`src/hdl/cgd_pkg.sv`:
```
// ---------------------------------------------------------------------------
// cgd_pkg: shared types and constants of the greedy CTC decoder
// Field widths, configuration defaults and the payload types of both channels.
// ---------------------------------------------------------------------------
package cgd_pkg;

	localparam int unsigned SCORE_W       = 32;
	localparam int unsigned INDEX_W       = 13;
	localparam int unsigned CFG_W         = 14;
	localparam int unsigned MAX_CLASSES_D = 8192;
	localparam logic [CFG_W-1:0] NUM_CLASSES_RST = CFG_W'(37);

	typedef logic [SCORE_W-1:0] score_t;
	typedef logic [INDEX_W-1:0] index_t;
	typedef logic [CFG_W-1:0]   cfg_t;

	typedef struct packed {
		score_t score;
		logic   first_of_sequence;
	} score_word_t;

	typedef struct packed {
		index_t class_index;
	} index_word_t;

endpackage

```
`src/hdl/cgd_if.sv`:
```
// ---------------------------------------------------------------------------
// cgd_if: valid/ready channels of the greedy CTC decoder
// One channel for score words, one for decoded class index words.
// ---------------------------------------------------------------------------
interface cgd_score_if
	import cgd_pkg::*;
();
	logic        valid;
	logic        ready;
	score_word_t data;

	modport source (output valid, output data, input ready);
	modport sink   (input valid, input data, output ready);
endinterface

interface cgd_index_if
	import cgd_pkg::*;
();
	logic        valid;
	logic        ready;
	index_word_t data;

	modport source (output valid, output data, input ready);
	modport sink   (input valid, input data, output ready);
endinterface

```
`src/hdl/cgd_flt_lt.sv`:
```
// ---------------------------------------------------------------------------
// cgd_flt_lt: ordered less-than of two IEEE single values
// False if either side is NaN; -0 and +0 compare equal.
// ---------------------------------------------------------------------------
module cgd_flt_lt
	import cgd_pkg::*;
(
	input  score_t a,
	input  score_t b,
	output logic   lt
);
	logic [SCORE_W-2:0] mag_a, mag_b;
	logic nan_a, nan_b, both_zero;

	assign mag_a     = a[SCORE_W-2:0];
	assign mag_b     = b[SCORE_W-2:0];
	assign nan_a     = (a[30:23] == 8'hFF) && (a[22:0] != '0);
	assign nan_b     = (b[30:23] == 8'hFF) && (b[22:0] != '0);
	assign both_zero = (mag_a == '0) && (mag_b == '0);

	always_comb begin
		if (nan_a || nan_b || both_zero) begin
			lt = 1'b0;
		end else if (a[SCORE_W-1] != b[SCORE_W-1]) begin
			lt = a[SCORE_W-1];
		end else if (a[SCORE_W-1]) begin
			lt = mag_a > mag_b;
		end else begin
			lt = mag_a < mag_b;
		end
	end
endmodule

```
`src/hdl/ctc_greedy_decoder_core.sv`:
```
// ---------------------------------------------------------------------------
// ctc_greedy_decoder_core: streaming greedy CTC decoder
// Running argmax per time step, blank removal and repeat collapse.
// ---------------------------------------------------------------------------
// A step's winner passes the input register stage and then the result register after its last score word.
// Throughput: one score word per cycle while the winners sink does not stall; the single float compare sets it.
// Reset (arst_n low): num_classes back to 37, step counter, best score,
// history and both valid flags cleared.
module ctc_greedy_decoder_core
	import cgd_pkg::*;
#(
	parameter int unsigned MAX_CLASSES = MAX_CLASSES_D
)(
	input  logic              clk,
	input  logic              arst_n,
	input  logic              cfg_we,
	input  cfg_t              cfg_data,
	cgd_score_if.sink         scores,
	cgd_index_if.source       winners
);
	localparam int unsigned CW = (MAX_CLASSES > 2) ? $clog2(MAX_CLASSES) : 1;
	localparam int unsigned NW = (CW + 1 > CFG_W) ? CW + 1 : CFG_W;
	localparam logic [NW-1:0] N_MAX = NW'(MAX_CLASSES);
	localparam logic [NW-1:0] N_MIN = NW'(2);

	// configuration
	cfg_t num_classes_q;
	always_ff @(posedge clk or negedge arst_n) begin
		if (!arst_n) begin
			num_classes_q <= NUM_CLASSES_RST;
		end else if (cfg_we) begin
			num_classes_q <= cfg_data;
		end
	end

	// clamp to [2, MAX_CLASSES]
	logic [NW-1:0] n_raw, n_eff;
	assign n_raw = NW'(num_classes_q);
	always_comb begin
		if (n_raw < N_MIN)      n_eff = N_MIN;
		else if (n_raw > N_MAX) n_eff = N_MAX;
		else                    n_eff = n_raw;
	end

	// input register stage
	logic   valid_s1, first_s1, advance;
	score_t score_s1;
	assign advance      = valid_s1 && (!winners.valid || winners.ready);
	assign scores.ready = !valid_s1 || advance;

	always_ff @(posedge clk or negedge arst_n) begin
		if (!arst_n) begin
			valid_s1 <= 1'b0;
		end else if (scores.ready) begin
			valid_s1 <= scores.valid;
		end
	end

	always_ff @(posedge clk) begin
		if (scores.valid && scores.ready) begin
			score_s1 <= scores.data.score;
			first_s1 <= scores.data.first_of_sequence;
		end
	end

	// step state
	logic [CW-1:0] class_counter_q, best_index_q, prev_winner_q;
	score_t        best_score_q;
	logic          prev_valid_q;

	// a new sequence restarts the step and drops the history
	logic [CW-1:0] cnt;
	logic          pv;
	logic          lt, take;
	logic [CW-1:0] win_idx;
	score_t        win_score;
	logic          step_end, is_blank, repeat_hit, emit;

	assign cnt = first_s1 ? '0 : class_counter_q;
	assign pv  = first_s1 ? 1'b0 : prev_valid_q;

	cgd_flt_lt u_lt (
		.a  (best_score_q),
		.b  (score_s1),
		.lt (lt)
	);

	assign take      = (cnt == '0) || lt;
	assign win_idx   = take ? cnt : best_index_q;
	assign win_score = take ? score_s1 : best_score_q;

	assign step_end   = (NW'(cnt) + NW'(1)) >= n_eff;
	assign is_blank   = NW'(win_idx) == (n_eff - NW'(1));
	assign repeat_hit = pv && (win_idx == prev_winner_q);
	assign emit       = step_end && !is_blank && !repeat_hit;

	always_ff @(posedge clk or negedge arst_n) begin
		if (!arst_n) begin
			class_counter_q <= '0;
			best_score_q    <= '0;
			best_index_q    <= '0;
			prev_winner_q   <= '0;
			prev_valid_q    <= 1'b0;
		end else if (advance) begin
			best_score_q <= win_score;
			best_index_q <= win_idx;
			if (step_end) begin
				class_counter_q <= '0;
				prev_winner_q   <= win_idx;
				prev_valid_q    <= 1'b1;
			end else begin
				class_counter_q <= cnt + CW'(1);
				prev_winner_q   <= first_s1 ? '0 : prev_winner_q;
				prev_valid_q    <= pv;
			end
		end
	end

	// result register
	always_ff @(posedge clk or negedge arst_n) begin
		if (!arst_n) begin
			winners.valid <= 1'b0;
		end else if (advance) begin
			winners.valid <= emit;
		end else if (winners.ready) begin
			winners.valid <= 1'b0;
		end
	end

	always_ff @(posedge clk) begin
		if (advance && emit) begin
			winners.data.class_index <= INDEX_W'(win_idx);
		end
	end
endmodule

```
`src/flat_wrapper.sv`:
```
// flat-port wrapper written by rule: the top's interface ports become plain ports
module ctc_greedy_decoder_core_flat import cgd_pkg::*;
#(
	parameter int unsigned MAX_CLASSES = MAX_CLASSES_D
)
  (clk, arst_n, cfg_we, cfg_data, scores_valid, scores_data, scores_ready, winners_valid, winners_data, winners_ready);
  cgd_score_if scores_i ();
  cgd_index_if winners_i ();
  input  logic clk;
  input  logic arst_n;
  input  logic cfg_we;
  input  cfg_t cfg_data;
  input wire logic [$bits(scores_i.valid)-1:0] scores_valid;
  input wire logic [$bits(scores_i.data)-1:0] scores_data;
  output wire logic [$bits(scores_i.ready)-1:0] scores_ready;
  output wire logic [$bits(winners_i.valid)-1:0] winners_valid;
  output wire logic [$bits(winners_i.data)-1:0] winners_data;
  input wire logic [$bits(winners_i.ready)-1:0] winners_ready;
  assign scores_i.valid = scores_valid;
  assign scores_i.data = scores_data;
  assign scores_ready = scores_i.ready;
  assign winners_valid = winners_i.valid;
  assign winners_data = winners_i.data;
  assign winners_i.ready = winners_ready;
  ctc_greedy_decoder_core #(.MAX_CLASSES(MAX_CLASSES)) u_core (.clk(clk), .arst_n(arst_n), .cfg_we(cfg_we), .cfg_data(cfg_data), .scores(scores_i), .winners(winners_i));
endmodule
```
`config.mk`:
```
export PLATFORM = sky130hd
export DESIGN_NAME = ctc_greedy_decoder_core_flat
export DESIGN_NICKNAME = d
export VERILOG_FILES = /design/src/hdl/cgd_pkg.sv /design/src/hdl/cgd_if.sv /design/src/hdl/cgd_flt_lt.sv /design/src/hdl/ctc_greedy_decoder_core.sv /design/src/flat_wrapper.sv
export SDC_FILE = /design/constraint.sdc
export NUM_CORES = 1
export LEC_CHECK = 0
export BUFFER_PORTS_ARGS = -buffer_cell sky130_fd_sc_hd__buf_2
export CORE_ASPECT_RATIO = 1.75
export CORE_MARGIN = 5
export CORE_UTILIZATION = 30
export DETAILED_ROUTE_END_ITERATION = 10
export PLACE_DENSITY = 0.42
export SLEW_MARGIN = 20
export SYNTH_ARGS = -nofsm -noshare
export SYNTH_HDL_FRONTEND = slang
export SYNTH_SLANG_ARGS = --single-unit
```
`constraint.sdc`:
```
create_clock -name clk -period 11.2 [get_ports clk]
set_input_delay 0 -clock clk [delete_from_list [all_inputs] [get_ports clk]]
set_output_delay 0 -clock clk [all_outputs]
set_load 0.01 [all_outputs]
```
==> results_dict.tcl, run 1 <==
set metrics [dict create \
    status "finished clean" \
    yosys_warnings 0 \
    placed_cells 1071 \
    vias 5985 \
    synth_edf_count 46 \
    startpoint "u_core.first_s1" \
    netlist_area_mm2 0.007569 \
    num_rows 77 \
    synth-main-ff-cell "dfrtp_1" \
    cp_max_fo 23 \
    reg2reg_from "u_core.first_s1" \
    finalCritPeriodShare_pct 45.90 \
    fmax_ghz 0.1945 \
    cts.clk_slew.worst_paths_ps 60 \
    synth_nets 806 \
    viasPerCell 5.168 \
    min_period_ps 5141 \
    diodes 0 \
    cts_resized 0 \
    grt_util_all_layers_pct 16.56 \
    stdcell_count 1158 \
    async_reset_ff_share_pct 65.67 \
    grt.overflow.total 0 \
    regToRegSetupSlack_ps 6060 \
    end_kind "flip-flop" \
    postCtsSetupBuffers 0 \
    dpl.hpwl_um 17680 \
    worst_slew_pin_slew_ps 916.1 \
    clockBufferDepth 2 \
    h-tree-depth 4 \
    seqPwrFrac_pct 43.3 \
    routed_wirelength_um 23070 \
    drv_cap 0 \
    power_density_mw_per_mm2 153.5 \
    numCtsBuffers 17 \
    rsz0062_at_grt "no" \
    drcViolationCount 0 \
    rr_worst_depth 17 \
    ys_types 72 \
    path_class "flip-flop to flip-flop" \
    p_int_mw 0.9874 \
    ios 67 \
    design_area_mm2 0.009316 \
    grt_pass1_wl_um 35140 \
    clkLatencyLatePin_ps 440 \
    skew_ps 8.678 \
    peakVddDrop_v 0.0001182 \
    start_util_pct 30.21 \
    nNetsFinal 929 \
    arrival_ps 5210 \
    clockRootBuffer "clkbuf_16" \
    pwr-share-clk_pct 36.3 \
    hold_class "input pin to asynchronous set/reset pin" \
    cp-endpoint "u_core.winners.data[2]" \
    synthToLayoutAreaGrowth_pct 23.09 \
    leakage_nw 4.047 \
    wl_per_cell_um 19.92 \
    antenna_found_initial 0 \
    grt_pass1_vias 6278 \
    timing.rr.end "u_core.winners.data[2]" \
    place_area_mm2 0.008219 \
    dieArea_mm2 0.02863 \
    drtIter0Drc 365 \
    setup_viol 0 \
    syn_avg_cell_area_um2 10.72 \
    dr.pass1.iters 5 \
    slew_headroom_pct 38.37 \
    ant_nets 0 \
    drive_above_1_share_pct 20.90 \
    numPortBuffers 66 \
    die_w_um 130.1 \
    start_kind "flip-flop" \
    core-area_mm2 0.02505 \
    ys_ff_latch 134 \
    combPwrFrac_pct 20.5 \
    die_h_um 220.1 \
    ys_seq_area_share_pct 47.40 \
    switching_share_pct 30.94 \
    cts_tree "yes" \
    crit_required_ps 11270 \
    p_sw_mw 0.4423 \
    timing.final.hold_violations 0 \
    grt_max_degree 59 \
    finalMaxSlewViolations 0 \
    clock_sinks 134 \
    setup_tns_ps 0 \
    synthCells 706 \
    routabilityCongestion 0.8654 \
]
-- worst min-delay path by stage --
stage / startpoint / end / slack [ps] / cells past startpoint
2_1_floorplan: arst_n / u_core.best_index_q[0] / -300 / 0
6_report: arst_n / u_core.best_score_q[13] / 50 / 2
4_1_cts: arst_n / u_core.best_score_q[7] / 30 / 2
5_1_grt: cfg_we / u_core.n_raw[7] / 60 / 2
3_3_place_gp: arst_n / u_core.best_score_q[13] / -30 / 1
3_5_place_dp: arst_n / u_core.best_score_q[12] / -20 / 1
-- per-layer routing --
metal	share of wire, %	vias up	GRT usage [%]
li1	-	2835	-
met1	35	2929	15.85
met2	57	163	32.15
met3	3.6	58	3.153
met4	5.0	0	9.050
met5	0	-	0
-- cell type report --
class | instances | area (µm²)
multi-input combinational | 476 | 3587
inverter | 72 | 270.3
timing repair buffer | 128 | 935.9
tap | 316 | 395.4
clock inverter | 14 | 101.3
sequential | 134 | 3587
clock buffer | 18 | 439.2
fill | 2492 | 15730
-- cell usage after synthesis, drive strengths merged, types with 6 or more instances --
cell / n / area share, %
xnor2: 14 / 1.8
edfxtp: 46 / 18
inv: 72 / 3.6
nor4: 23 / 1.9
buf: 6 / 0.69
a22o: 18 / 2.1
nor2: 31 / 1.6
o21ai: 40 / 2.7
o2bb2ai: 12 / 1.4
nor3: 18 / 1.3
nand2: 59 / 2.9
ha: 48 / 7.9
dfrtp: 85 / 28
mux2: 43 / 6.4
mux2i: 16 / 2.1
nand4: 19 / 1.6
clkbuf: 18 / 1.2
a21oi: 27 / 1.9
nor2b: 11 / 0.91
xor2: 13 / 1.5
nand3: 10 / 0.66
-- cell usage in the layout, fill, tap and decap left out, types with 12 or more instances in the layout --
cell / netlist / layout
dfrtp_1: 85 / 85
edfxtp_1: 46 / 46
ha_1: 48 / 48
inv_1: 71 / 71
mux2_2: 43 / 43
nor3_1: 17 / 15
mux2i_1: 16 / 16
buf_2: 3 / 65
a22o_1: 17 / 17
xor2_1: 13 / 13
dlygate4sd3_1: 0 / 55
clkbuf_16: 0 / 17
a21oi_1: 26 / 26
nor4_1: 23 / 23
nor2_1: 30 / 30
o21ai_0: 36 / 36
nand2_1: 59 / 59
nand4_1: 19 / 19
o2bb2ai_1: 12 / 12
xnor2_1: 12 / 12
-- worst max-delay path: stages (launching register included) --
cell	delay, ps
edfxtp_1	740
inv_1	250
nand2_1	190
inv_1	160
ha_1	210
nand3_1	120
nor2_1	280
nand3_1	140
xor2_1	180
nor2_1	80
ha_1	340
nand4_1	90
o41ai_1	830
nor2_1	90
nor2_1	140
o31ai_2	80
buf_4	230
nor3_4	610
-- power by group through the flow --
stage | Sequential (mW) | Clock (mW) | Combinational [mW]
after floorplan | 0.602 | 0 | 0.212
after global placement | 0.626 | 0 | 0.275
after detailed placement | 0.628 | 0 | 0.280
after CTS | 0.619 | 0.536 | 0.297
after global routing | 0.626 | 0.557 | 0.326
final | 0.619 | 0.518 | 0.293
-- sequential cells by signal (all words and copies together), names as in the netlist, 13 cells and up --
register / count
u_core.n_raw: 14
u_core.class_counter_q: 13
u_core.prev_winner_q: 13
u_core.score_s1: 32
u_core.best_score_q: 32
u_core.winners.data: 13
u_core.best_index_q: 13
-- metrics by stage --
| stage | util (%) | hold WS [ps] | setup WS (ps) | power (mW) |
|---|---|---|---|---|
| after floorplan | - | -295.6 | 6542 | 0.8133 |
| after global placement | 32.81 | -27.22 | 5923 | 0.9015 |
| after detailed placement | 32.81 | -22.65 | 5809 | 0.9084 |
| after CTS | 37.17 | 34.15 | 5747 | 1.452 |
| after global routing | 37.19 | 59.69 | 5661 | 1.509 |
| final | 37.19 | 45.51 | 6059 | 1.430 |
-- logic make-up after synthesis --
group,Yosys count,synth area share [%]
compound gates,149,14.35
xor+xnor,27,3.323
fa+ha+maj,48,7.935
buf+inv,96,5.422
flops,134,47.40
mux,59,8.514
simple gates,193,13.06
-- timing repair --
action,in CTS,in global routing
hold buffers,55,0
setup endpoints to repair,0,0
endpoints found under the hold margin,79,0
No activity file was read; power rests on OpenSTA's default activity.
==> inputs of run 2 (changes only) <==
Clock period 11.2 ns to 5 ns, I/O delays scaled along.
==> run 2 against run 1 <==
Sequential power increased by 120%. Worst setup slack got worse by 5600 ps. Global-route usage increased by 0.094 points. Via count decreased by 0.20%. Critical endpoint unchanged.
==> results_dict.tcl, run 2 (synthesis gave the netlist of run 1 again) <==
set metrics [dict create \
    leakage_nw 4.125 \
    num-fill-cells 2519 \
    clkLatencyLatePin_ps 430 \
    slew_headroom_pct 36.80 \
    grt_max_degree 51 \
    power_density_mw_per_mm2 349.1 \
    final_common_cell "dfrtp_1" \
    status "finished clean" \
    clockBufferDepth 2 \
    worst_slew_pin_slew_ps 939.4 \
    arrival_ps 4720 \
    setup_viol 0 \
    wl_per_cell_um 19.65 \
    power_mw 3.290 \
    ant_nets 0 \
    place_area_mm2 0.008282 \
    clockRootBuffer "clkbuf_16" \
    die_h_um 220.1 \
    start_util_pct 30.21 \
    dr.pass1.iters 4 \
    design_area_mm2 0.009425 \
    die_w_um 130.1 \
    timing.final.hold_violations 0 \
    grt_util_all_layers_pct 16.66 \
    cts.clk_slew.worst_paths_ps 60 \
    path_class "flip-flop to flip-flop" \
    antenna_found_initial 0 \
    h-tree-depth 4 \
    drtIter0Drc 338 \
    drcViolationCount 0 \
    dieArea_mm2 0.02863 \
    num_rows 77 \
    grt_pass1_vias 6480 \
    hold_class "input pin to flip-flop" \
    viasPerCell 5.118 \
    drive_above_1_share_pct 21.27 \
    skew_ps 11.31 \
    fmax_ghz 0.2180 \
    routabilityCongestion 0.8733 \
    numPortBuffers 66 \
    synthToLayoutAreaGrowth_pct 24.53 \
    seq_area_mm2 0.003587 \
    cts_resized 0 \
    cts_tree "yes" \
    core-area_mm2 0.02505 \
    ios 67 \
    diodes 0 \
    finalMaxSlewViolations 0 \
    grt.overflow.total 0 \
    multiInputGateArea_mm2 0.003576 \
    vias 5973 \
    hold_slack_ps 67.58 \
    grt_pass1_wl_um 35570 \
    crit_required_ps 5130 \
    dpl.hpwl_um 17840 \
    drv_cap 0 \
    final_cell_mix "85 x dfrtp_1, 71 x inv_1, 65 x buf_2" \
    finalCritPeriodShare_pct 91.73 \
    end_kind "flip-flop" \
    clock_sinks 134 \
    routed_wirelength_um 22930 \
    setup_tns_ps 0 \
    nNetsFinal 938 \
    cp_max_fo 10 \
    rsz0062_at_grt "no" \
    peakVddDrop_v 0.0002351 \
    min_period_ps 4586 \
    start_kind "flip-flop" \
    numCtsBuffers 17 \
]
## run 2: changes by cell type in the layout (fill, tap and decap cells not counted), sizes merged
cell      change
buf           +9
bufinv        +1
clkbuf        +7
inv           -4
clkinvlp      -1
clkinv        -3
## run 2: final timing paths
path / start / endpoint / slack, ps / cells after the start
min in group asynchronous: arst_n / u_core.best_score_q[12] / 100 / 2
worst min register to register: u_core.prev_winner_q[6] / u_core.prev_winner_q[6] / 490 / 1
worst max register to register: u_core.n_raw[9] / u_core.winners.data[2] / 410 / 14
worst max-delay path: u_core.n_raw[9] / u_core.winners.data[2] / 410 / 14
worst min-delay path: cfg_we / u_core.n_raw[3] / 70 / 2
max in group asynchronous: arst_n / u_core.best_index_q[5] / 3760 / 3
## run 2: layer usage
metal	global-route usage [%]	vias to the layer above	part of all wire [%]
li1	-	2846	-
met1	15.91	2906	35
met2	32.11	155	56
met3	2.862	66	3.1
met4	10.06	0	5.8
met5	0	-	0
## run 2: area by class of cell
cell class              instances  share of cell area [%]
clock buffers                  25                   5.602
clock inverters                 7                  0.6903
inverters                      72                   2.867
multi-input cells             476                   37.94
flip-flops and latches        134                   38.06
well taps                     316                   4.195
repair buffers                137                   10.65
## run 2: critical path, cell delays in order, from the launching register on
cell and delay [ps]:
dfrtp_1 420, or3_2 550, or4_4 610, o211ai_1 340, ha_1 330, inv_1 130, xnor2_1 400, a22o_1 210
a31oi_1 40, o221ai_1 210, o21ai_1 100, o211a_1 130, and4_1 230, nor3_2 330, buf_4 270
## run 2: metrics by stage
stage / utilization, % / std cells / worst slack [ps]
4_1_cts: 37.63 / 1167 / 394.3
3_5_place_dp: 33.06 / 1080 / 415.4
3_3_place_gp: 33.06 / 1080 / 513.2
5_1_grt: 37.63 / 1167 / 118.4
2_1_floorplan: - / 706 / 342.2
6_report: 37.63 / 1167 / 413.7
## run 2: timing repair
action / in CTS / in global routing
hold endpoints to repair: 87 / 0
hold buffers: 55 / 0
setup buffers: 0 / 0
## run 2: report_power, final
part / internal (mW) / switching [mW]
logic: 0.316 / 0.352
registers: 1.25 / 0.123
clock network: 0.779 / 0.466
